### src/base64_stream_encoder_top_macros.svh
// Assertion helpers shared by the encoder modules.
`ifndef BASE64_STREAM_ENCODER_TOP_MACROS_SVH
`define BASE64_STREAM_ENCODER_TOP_MACROS_SVH

// Condition must hold at every clock edge out of reset.
`define B64E_ASSERT(lbl, cond, msg) \
  lbl: assert property (@(posedge clk) disable iff (!rst_n) (cond)) else $error(msg);

// Antecedent implies consequent in the same cycle.
`define B64E_ASSERT_IMP(lbl, ante, cons, msg) \
  lbl: assert property (@(posedge clk) disable iff (!rst_n) (ante) |-> (cons)) else $error(msg);

// Antecedent implies consequent in the next cycle.
`define B64E_ASSERT_NXT(lbl, ante, cons, msg) \
  lbl: assert property (@(posedge clk) disable iff (!rst_n) (ante) |=> (cons)) else $error(msg);

`endif

### src/b64e_pkg.sv
package b64e_pkg;

  localparam int unsigned Q_DEPTH = 4;

  localparam logic [1:0] PH_ZERO = 2'd0;
  localparam logic [1:0] PH_ONE  = 2'd1;
  localparam logic [1:0] PH_TWO  = 2'd2;

  localparam logic [7:0] CH_PLUS = 8'h2B;
  localparam logic [7:0] CH_PCT  = 8'h25;
  localparam logic [7:0] CH_TWO  = 8'h32;
  localparam logic [7:0] CH_LB   = 8'h62;
  localparam logic [7:0] CH_PAD  = 8'h3D;

  // One queue entry: the symbols that one byte completes plus padding to append.
  typedef struct packed {
    logic [5:0] sym0;
    logic [5:0] sym1;
    logic       two_sym;
    logic [1:0] pad_cnt;
    logic       last;
  } b64e_entry_t;

  function automatic logic [7:0] b64e_sym_char(input logic [5:0] idx);
    logic [7:0] ch;
    if (idx < 6'd26) begin
      ch = 8'h41 + {2'b00, idx};
    end else if (idx < 6'd52) begin
      ch = 8'h61 + {2'b00, idx} - 8'd26;
    end else if (idx < 6'd62) begin
      ch = 8'h30 + {2'b00, idx} - 8'd52;
    end else if (idx == 6'd62) begin
      ch = CH_PLUS;
    end else begin
      ch = 8'h2F;
    end
    return ch;
  endfunction

endpackage

### src/b64e_queue.sv
`include "base64_stream_encoder_top_macros.svh"

module b64e_queue import b64e_pkg::*; #(
  parameter int unsigned DEPTH = Q_DEPTH
) (
  input  logic        clk,
  input  logic        rst_n,
  input  logic        push,
  input  b64e_entry_t push_entry,
  output logic        full,
  input  logic        pop,
  output logic        head_vld,
  output b64e_entry_t head_entry
);

  localparam int unsigned AW = (DEPTH > 1) ? $clog2(DEPTH) : 1;
  localparam int unsigned CW = $clog2(DEPTH + 1);

  b64e_entry_t      mem_r [DEPTH];
  logic [AW-1:0]    wr_ptr_r, wr_ptr_nxt;
  logic [AW-1:0]    rd_ptr_r, rd_ptr_nxt;
  logic [CW-1:0]    cnt_r, cnt_nxt;

  assign full       = (cnt_r == CW'(DEPTH));
  assign head_vld   = (cnt_r != '0);
  assign head_entry = mem_r[rd_ptr_r];

  always_comb begin
    wr_ptr_nxt = wr_ptr_r;
    rd_ptr_nxt = rd_ptr_r;
    cnt_nxt    = cnt_r;
    if (push) begin
      wr_ptr_nxt = (wr_ptr_r == AW'(DEPTH - 1)) ? '0 : wr_ptr_r + 1'b1;
    end
    if (pop) begin
      rd_ptr_nxt = (rd_ptr_r == AW'(DEPTH - 1)) ? '0 : rd_ptr_r + 1'b1;
    end
    if (push && !pop) begin
      cnt_nxt = cnt_r + 1'b1;
    end else if (pop && !push) begin
      cnt_nxt = cnt_r - 1'b1;
    end
  end

  always_ff @(posedge clk) begin
    if (!rst_n) begin
      wr_ptr_r <= '0;
      rd_ptr_r <= '0;
      cnt_r    <= '0;
    end else begin
      wr_ptr_r <= wr_ptr_nxt;
      rd_ptr_r <= rd_ptr_nxt;
      cnt_r    <= cnt_nxt;
    end
  end

  always_ff @(posedge clk) begin
    if (push) begin
      mem_r[wr_ptr_r] <= push_entry;
    end
  end

  `B64E_ASSERT_IMP(a_q_no_overflow, full, !push, "queue written while full")
  `B64E_ASSERT_IMP(a_q_no_underflow, !head_vld, !pop, "queue read while empty")

endmodule

### src/b64e_front.sv
`include "base64_stream_encoder_top_macros.svh"

module b64e_front import b64e_pkg::*; (
  input  logic        clk,
  input  logic        rst_n,
  input  logic        in_valid,
  output logic        in_stall,
  input  logic [7:0]  in_data_byte,
  input  logic        in_last_byte,
  input  logic        q_full,
  output logic        q_push,
  output b64e_entry_t q_entry
);

  logic [1:0] phase_r, phase_nxt;
  logic [3:0] left_r, left_nxt;

  assign in_stall = q_full;
  assign q_push   = in_valid && !q_full;

  // Split the byte into the symbols it completes; carry the rest to the next word.
  always_comb begin
    q_entry   = '0;
    phase_nxt = PH_ZERO;
    left_nxt  = '0;
    q_entry.last = in_last_byte;
    case (phase_r)
      PH_ONE: begin
        q_entry.sym0 = {left_r[1:0], in_data_byte[7:4]};
        if (in_last_byte) begin
          q_entry.sym1    = {in_data_byte[3:0], 2'b00};
          q_entry.two_sym = 1'b1;
          q_entry.pad_cnt = 2'd1;
        end else begin
          phase_nxt = PH_TWO;
          left_nxt  = in_data_byte[3:0];
        end
      end
      PH_TWO: begin
        q_entry.sym0    = {left_r[3:0], in_data_byte[7:6]};
        q_entry.sym1    = in_data_byte[5:0];
        q_entry.two_sym = 1'b1;
      end
      default: begin
        q_entry.sym0 = in_data_byte[7:2];
        if (in_last_byte) begin
          q_entry.sym1    = {in_data_byte[1:0], 4'b0000};
          q_entry.two_sym = 1'b1;
          q_entry.pad_cnt = 2'd2;
        end else begin
          phase_nxt = PH_ONE;
          left_nxt  = {2'b00, in_data_byte[1:0]};
        end
      end
    endcase
  end

  always_ff @(posedge clk) begin
    if (!rst_n) begin
      phase_r <= PH_ZERO;
      left_r  <= '0;
    end else if (q_push) begin
      phase_r <= phase_nxt;
      left_r  <= left_nxt;
    end
  end

  `B64E_ASSERT_IMP(a_fr_group_start_clean, phase_r == PH_ZERO, left_r == 4'd0, "leftover bits at group start")
  `B64E_ASSERT_IMP(a_fr_phase1_two_bits, phase_r == PH_ONE, left_r[3:2] == 2'b00, "phase one keeps more than two bits")

endmodule

### src/b64e_back.sv
`include "base64_stream_encoder_top_macros.svh"

module b64e_back import b64e_pkg::*; (
  input  logic        clk,
  input  logic        rst_n,
  input  logic        esc_mode,
  input  logic        head_vld,
  input  b64e_entry_t head_entry,
  output logic        q_pop,
  output logic        out_valid,
  input  logic        out_stall,
  output logic [7:0]  out_char,
  output logic        out_last
);

  localparam logic [1:0] ESC_PCT = 2'd0;
  localparam logic [1:0] ESC_TWO = 2'd1;
  localparam logic [1:0] ESC_LB  = 2'd2;

  logic [1:0] unit_r, unit_nxt;
  logic [1:0] esc_r, esc_nxt;
  logic       out_valid_r;
  logic [7:0] out_char_r;
  logic       out_last_r;

  logic [2:0] n_units;
  logic       is_sym;
  logic [5:0] sym_idx;
  logic [7:0] sym_ch;
  logic       escaping;
  logic [7:0] cur_ch;
  logic       unit_done;
  logic       entry_done;
  logic       advance;

  assign n_units  = (head_entry.two_sym ? 3'd2 : 3'd1) + {1'b0, head_entry.pad_cnt};
  assign is_sym   = (unit_r == 2'd0) || (unit_r == 2'd1 && head_entry.two_sym);
  assign sym_idx  = (unit_r == 2'd0) ? head_entry.sym0 : head_entry.sym1;
  assign sym_ch   = b64e_sym_char(sym_idx);
  assign escaping = is_sym && esc_mode && (sym_ch == CH_PLUS);

  always_comb begin
    if (escaping) begin
      case (esc_r)
        ESC_PCT: cur_ch = CH_PCT;
        ESC_TWO: cur_ch = CH_TWO;
        default: cur_ch = CH_LB;
      endcase
    end else if (is_sym) begin
      cur_ch = sym_ch;
    end else begin
      cur_ch = CH_PAD;
    end
  end

  assign unit_done  = !escaping || (esc_r == ESC_LB);
  assign entry_done = unit_done && ({1'b0, unit_r} == n_units - 3'd1);
  // Advance when an entry is waiting and the output register is free or drains this cycle.
  assign advance    = head_vld && (!out_valid_r || !out_stall);
  assign q_pop      = advance && entry_done;

  always_comb begin
    unit_nxt = unit_r;
    esc_nxt  = esc_r;
    if (advance) begin
      esc_nxt = unit_done ? ESC_PCT : esc_r + 2'd1;
      if (entry_done) begin
        unit_nxt = '0;
      end else if (unit_done) begin
        unit_nxt = unit_r + 2'd1;
      end
    end
  end

  always_ff @(posedge clk) begin
    if (!rst_n) begin
      unit_r      <= '0;
      esc_r       <= ESC_PCT;
      out_valid_r <= 1'b0;
    end else begin
      unit_r <= unit_nxt;
      esc_r  <= esc_nxt;
      if (advance) begin
        out_valid_r <= 1'b1;
      end else if (!out_stall) begin
        out_valid_r <= 1'b0;
      end
    end
  end

  always_ff @(posedge clk) begin
    if (advance) begin
      out_char_r <= cur_ch;
      out_last_r <= head_entry.last && entry_done;
    end
  end

  assign out_valid = out_valid_r;
  assign out_char  = out_char_r;
  assign out_last  = out_last_r;

  `B64E_ASSERT_IMP(a_bk_esc_only_on_plus, esc_r != ESC_PCT, head_vld && escaping, "escape step without a plus")
  `B64E_ASSERT_NXT(a_bk_hold_when_stalled, out_valid_r && out_stall, out_valid_r && $stable(out_char_r), "output word changed under stall")

endmodule

### src/base64_stream_encoder_top.sv
// The first character of a byte passes through the queue and then the output register.
// Throughput: one character per cycle while out_stall is low; a byte yields 1 to 4
//   characters, up to 6 with escaped plus signs.
// A 4-entry queue between byte classification and character emission absorbs bursts.
// Reset (rst_n low, synchronous): group position, leftover bits, queue and output
//   register cleared; escape mode off.
module base64_stream_encoder_top import b64e_pkg::*; #(
  parameter int unsigned QUEUE_DEPTH = Q_DEPTH
) (
  input  logic       clk,
  input  logic       rst_n,
  input  logic       in_valid,
  output logic       in_stall,
  input  logic [7:0] in_data_byte,
  input  logic       in_last_byte,
  output logic       out_valid,
  input  logic       out_stall,
  output logic [7:0] out_char,
  output logic       out_last,
  input  logic       cfg_valid,
  output logic       cfg_ready,
  input  logic       cfg_escape_plus_mode
);

  logic        esc_mode_r;
  logic        q_full;
  logic        q_push;
  b64e_entry_t q_entry;
  logic        q_pop;
  logic        head_vld;
  b64e_entry_t head_entry;

  assign cfg_ready = 1'b1;

  always_ff @(posedge clk) begin
    if (!rst_n) begin
      esc_mode_r <= 1'b0;
    end else if (cfg_valid && cfg_ready) begin
      esc_mode_r <= cfg_escape_plus_mode;
    end
  end

  b64e_front u_front (
    .clk          (clk),
    .rst_n        (rst_n),
    .in_valid     (in_valid),
    .in_stall     (in_stall),
    .in_data_byte (in_data_byte),
    .in_last_byte (in_last_byte),
    .q_full       (q_full),
    .q_push       (q_push),
    .q_entry      (q_entry)
  );

  b64e_queue #(
    .DEPTH (QUEUE_DEPTH)
  ) u_queue (
    .clk        (clk),
    .rst_n      (rst_n),
    .push       (q_push),
    .push_entry (q_entry),
    .full       (q_full),
    .pop        (q_pop),
    .head_vld   (head_vld),
    .head_entry (head_entry)
  );

  b64e_back u_back (
    .clk        (clk),
    .rst_n      (rst_n),
    .esc_mode   (esc_mode_r),
    .head_vld   (head_vld),
    .head_entry (head_entry),
    .q_pop      (q_pop),
    .out_valid  (out_valid),
    .out_stall  (out_stall),
    .out_char   (out_char),
    .out_last   (out_last)
  );

endmodule

### config.mk
export PLATFORM = sky130hd
export DESIGN_NAME = base64_stream_encoder_top
export DESIGN_NICKNAME = d
export VERILOG_FILES = /design/src/b64e_pkg.sv /design/src/b64e_queue.sv /design/src/b64e_front.sv /design/src/b64e_back.sv /design/src/base64_stream_encoder_top.sv
export VERILOG_INCLUDE_DIRS = /design/src /design/src/src
export SDC_FILE = /design/constraint.sdc
export NUM_CORES = 1
export LEC_CHECK = 0
export BUFFER_PORTS_ARGS = -buffer_cell sky130_fd_sc_hd__buf_4
export CAP_MARGIN = 25
export CORE_ASPECT_RATIO = 2
export CORE_MARGIN = 10
export CORE_UTILIZATION = 37
export CTS_BUF_LIST = sky130_fd_sc_hd__clkbuf_2 sky130_fd_sc_hd__clkbuf_4 sky130_fd_sc_hd__clkbuf_8
export CTS_CLUSTER_DIAMETER = 200
export DETAILED_ROUTE_END_ITERATION = 6
export PLACE_DENSITY = 0.64
export SLEW_MARGIN = 25
export SYNTH_ARGS = -nofsm -noshare
export SYNTH_HDL_FRONTEND = slang
export SYNTH_SLANG_ARGS = --single-unit
### constraint.sdc
create_clock -name clk -period 6.7 [get_ports clk]
set_input_delay 1.005 -clock clk [delete_from_list [all_inputs] [get_ports clk]]
set_output_delay 1.005 -clock clk [all_outputs]
set_load 0.005 [all_outputs]
==> results of run 1 <==
-- stage by stage --
step / worst slack (ns) / total power, uW
after floorplan: 2.03 / 1710
after global placement: 0.961 / 2000
after detailed placement: 0.838 / 2020
after CTS: 0.774 / 2450
after global routing: 0.352 / 2600
final: 0.803 / 2440
-- area by class of cell --
| type | count | area share |
|---|---|---|
| Tap cell | 152 | 0.0348 |
| Clock inverter | 6 | 0.0183 |
| Inverter | 26 | 0.0178 |
| Multi-Input combinational cell | 251 | 0.390 |
| Sequential cell | 94 | 0.478 |
| Clock buffer | 10 | 0.0240 |
| Timing Repair Buffer | 27 | 0.0371 |
-- registers in the layout, indices dropped and copies added, names as in the netlist, named ones only --
signal,cells
u_queue.cnt_r,3
u_back.out_valid,1
u_back.esc_r,2
esc_mode_r,1
u_back.out_char,8
u_front.phase_r,2
u_front.left_r,4
u_queue.mem_r,64
u_back.unit_r,2
u_back.out_last,1
u_queue.wr_ptr_r,2
u_queue.rd_ptr_r,2
-- layer usage --
metal	vias to the layer above	global-route usage	part of all wire
met4	0	0.0772	0.051
met3	35	0.0192	0.033
met2	82	0.225	0.59
met5	-	0	0
li1	1498	-	-
met1	1491	0.101	0.33
-- synth_stat cells (8+ instances only) --
cell	n	area (um2)
a21boi_0	9	67.6
nor2_1	12	45.0
ha_1	28	350
nand3_1	8	40.0
nand2_1	35	131
and2_1	9	56.3
clkbuf_1	11	41.3
edfxtp_1	73	2190
o21ai_0	11	55.1
mux2i_1	8	80.1
dfxtp_1	21	420
mux4_2	12	270
a22oi_1	10	75.1
inv_1	23	86.3
-- worst max-delay path: stages, from the launching register on --
cell,delay (ns)
dfxtp_1,0.37
inv_1,0.09
ha_1,0.53
nor2_1,0.18
a22o_1,0.28
or2_0,0.34
inv_1,0.16
ha_1,0.21
inv_1,0.11
nor2_1,0.55
nand4_1,0.25
a32oi_1,0.33
a22oi_1,0.15
a211o_1,0.30
nor4b_4,0.47
or2_2,0.23
ha_1,0.18
inv_1,0.06
fa_1,0.37
xor2_1,0.18
or3_1,0.30
a21boi_0,0.19
-- power by group --
part	internal [uW]	leakage [uW]	total (uW)	switching [uW]
logic	495	0.00100	1200	707
clock network	222	0.000119	429	207
registers	753	0.000852	803	49.9
-- cells by family after synthesis --
logic type	synth area share
xor gates and xnor gates	0.0159
buffers and inverters	0.0429
DFF	0.527
muxes	0.0979
adders and majority gates	0.0747
other	0.000756
and+or+nand+nor	0.106
AOI/OAI and AO/OA	0.135
-- path summary, 6_finish.rpt --
kind	to	depth (start not counted)	slack, ns	from
setup / recovery	u_queue.cnt_r[2]	21	0.80	u_back.unit_r[0]
hold / removal	u_front.left_r[3]	2	0.47	u_front.left_r[3]
setup reg to reg	u_queue.cnt_r[2]	21	0.80	u_back.unit_r[0]
hold reg to reg	u_front.left_r[3]	2	0.47	u_front.left_r[3]
==> metrics, run 1 <==
status finished clean; first-pass GRT wire length 16600 um; Clock Latency Late Sink 0.37 ns; H-tree depth 3; post-CTS sizing 0; sequential fraction of the synthesis area 0.527; syn_nets between 400 and 500; DR DRC count 0; final period utilization 0.880; clock root cell clkbuf_8; dpl hpwl 7970 um; Placed Cells 550; worst-path maximum fanout 14; unrepaired setup endpoints after global routing false; multi-input logic area 2130 um2; die width 102 um; Worst Path Arrival 6.19 ns; post-route cell area between 5000 and 6000 um2; Routed Antenna Nets 0; DRT iter0 DRCs 103; core box area roughly 13000 um2; First-pass DRT Iterations 4; most common cell after layout, fill and taps aside edfxtp_1; fmax ~170 MHz; most frequent cells in the layout 73 x edfxtp_1, 35 x nand2_1, 28 x ha_1; CP required ~7.0 ns; flops & latches, synth 94; final hold vios 0; EDFF count, synth 73; Sink Count 94; Final #Nets 453; CP Class reg2reg; initial antenna violation count 0; number of port buffers 25; post-CTS setup repair buffer count 0; Leak Pwr between 0.0015 and 0.002 uW; GR Util All Layers 0.115; Util after Layout 0.418; Fin Hold WS between 0.4 and 0.5 ns; grt ovf 0; clock buffer depth 2; Syn Area/Cell 12.7 um2; power per cell area 445 nW/um2; Layout area overhead 10.3%; dominant synthesized flop cell edfxtp_1; layout cell share with drive strength beyond 1 0.191; register area 2610 um2; Post-Layout Cell Count around 570; number of global-route vias before repair 3303; final max-slew violation count 0; total die area 18700 um2; final setup violation count 0; synth warn 0; WL/cell 17.7 um; crit start category register; antenna cells 0; async set-or-reset flop fraction in the synthesized netlist 0; Setup TNS 0 ns; CTS tree yes; DR vias/cell roughly 5.5; FILL cells 1193; Crit. End Element register; Synth cell types 70; CTS Buf Count 9; Vias 3106; chip height around 180 um; worst rel slew slack 0.442; # hold bufs at CTS 0; max_cap viols 0; clk slew on worst S/H paths approximately 0.1 ns; cells after synthesis 389; I/O pin count 27; VDD IR max 0.166 mV; pin count of the biggest net entering global routing 24; Worst-Margin Slew between 0.8 and 0.9 ns; WL final 10000 um; Max Clock Skew 0.0188 ns; placed standard-cell area 5240 um2; minimum clock period 5.90 ns; Initial Utilization 0.379; GP Congestion 0.993; # rows 59; mapped cell area 4960 um2; worst hold path class reg2reg
No activity file was read; power rests on OpenSTA's default activity.
==> run 2: changes to the inputs <==
--- a/config.mk
+++ b/config.mk
@@ -14,7 +14,7 @@
 export CTS_BUF_LIST = sky130_fd_sc_hd__clkbuf_2 sky130_fd_sc_hd__clkbuf_4 sky130_fd_sc_hd__clkbuf_8
 export CTS_CLUSTER_DIAMETER = 200
 export DETAILED_ROUTE_END_ITERATION = 6
-export PLACE_DENSITY = 0.64
+export RECOVER_POWER = 25
 export SLEW_MARGIN = 25
 export SYNTH_ARGS = -nofsm -noshare
 export SYNTH_HDL_FRONTEND = slang
==> metrics, run 2 (synthesized netlist as in run 1, its figures left out) <==
max_cap viols 0; antenna cells 0; CP most frequent cell inv_1; I/O pin count 27; CP Class reg2reg; number of port buffers 25; Crit. End Element register; status finished clean; clock root cell clkbuf_8; Post-Layout Cell Count 566; crit start category register; First-pass DRT Iterations 4; DR vias/cell 5.34; Worst-Margin Slew 0.886 ns; Routed Antenna Nets 0; Fin Hold WS around 0.48 ns; post-route cell area 5470 um2; clk slew on worst S/H paths 0.11 ns; power per cell area 449 nW/um2; final hold vios 0; final setup violation count 0; DRT iter0 DRCs 103; crit-path cells inv_1, ha_1, nor2b_1, a22o_1, or2_0, inv_1, ha_1, inv_1, nor2_1, nand4_1, a32oi_1, a22oi_1, a211o_1, nor4b_4, or2_2, ha_1, inv_1, fa_1, xor2_1, or3_1, a21boi_0; post-CTS sizing 0; worst-path maximum fanout 14; Leak Pwr 0.00196 uW; Max Clock Skew approximately 0.018 ns; Worst Path Arrival slightly above 6 ns; most frequent cells in the layout 73 x edfxtp_1, 35 x nand2_1, 28 x ha_1; minimum clock period 5.77 ns; Vias 3024; core box area 13100 um2; WL final 10500 um; Slowest-stage cell, CP nor2_1; grt ovf 0; CP required about 7.0 ns; Clock Latency Late Sink 0.37 ns; Initial Utilization 0.379; first-pass GRT wire length roughly 17000 um; Layout area overhead 10.2%; PnR worst setup slack 0.933 ns; clock buffer depth 2; Final #Nets approximately 450; VDD IR max 0.172 mV; fmax 173 MHz; placed standard-cell area 5240 um2; worst hold path class reg2reg; most common cell after layout, fill and taps aside edfxtp_1; DR DRC count 0; WL/cell between 15 and 20 um; GR Util All Layers 0.118; # hold bufs at CTS 0; die width 102 um; pin count of the biggest net entering global routing 24; CTS tree yes; dpl hpwl 8360 um; total die area 18700 um2; final period utilization 0.861; initial antenna violation count 0; layout cell share with drive strength beyond 1 0.186; final max-slew violation count 0; # rows 59; number of global-route vias before repair 3229; max reg flops 64; chip height 184 um; largest register by flop count u_queue.mem_r; unrepaired setup endpoints after global routing false; pre-CTS WS 0.919 ns; Max stage delay on crit path 0.48 ns; Setup TNS 0 ns; CTS Buf Count 9; GP Congestion 0.875; Placed Cells between 500 and 600; post-CTS setup repair buffer count 0; worst rel slew slack 0.409; Sink Count 94; H-tree depth 3
run 2: cell count changes in the layout (fill, tap and decap cells not counted), sizes merged:
cell	change
buf	-3
clkbuf	+2
clkinv	+1
clkinvlp	+1
inv	-1
run 2: worst paths after layout:
check	startpoint	to	slack [ns]	cells past startpoint
setup / recovery	u_back.unit_r[0]	u_queue.cnt_r[2]	0.93	21
hold reg to reg	u_front.left_r[2]	u_front.left_r[2]	0.48	2
hold / removal	u_front.left_r[2]	u_front.left_r[2]	0.48	2
setup reg to reg	u_back.unit_r[0]	u_queue.cnt_r[2]	0.93	21
run 2: final cells by class:
class                           count  area [um2]
Clock buffer                        9         124
Sequential cell                    94        2610
Fill cell                        1201        7600
Inverter                           26        97.6
Timing Repair Buffer               27         195
Clock inverter                      7         113
Tap cell                          152         190
Multi-Input combinational cell    251        2130
run 2: power breakdown:
part	leakage (uW)	internal (uW)	switching (uW)
clock network	0.000115	218	212
logic	0.000991	496	719
registers	0.000852	754	54.0
run 2: stage by stage:
stage / util / total power (uW)
after global routing: 0.418 / 2610
after CTS: 0.419 / 2470
final: 0.418 / 2450
after global placement: 0.401 / 2040
after detailed placement: 0.401 / 2040
after floorplan: - / 1710
run 2: worst max-delay path: cells and delay by family (launching register included):
kind            cells  cell delay (ns)
simple gates        7             2.32
compound gates      5             1.23
fa+ha+maj           4             1.15
flops               1             0.42
buf+inv             4             0.39
xor+xnor            1             0.18
run 2: layer usage:
layer  vias up  global-route usage  wire length, um
li1       1496                   -                -
met4         0              0.0704              467
met1      1438               0.102             3530
met5         -                   0                0
met3        29              0.0218              273
met2        61               0.235             6210
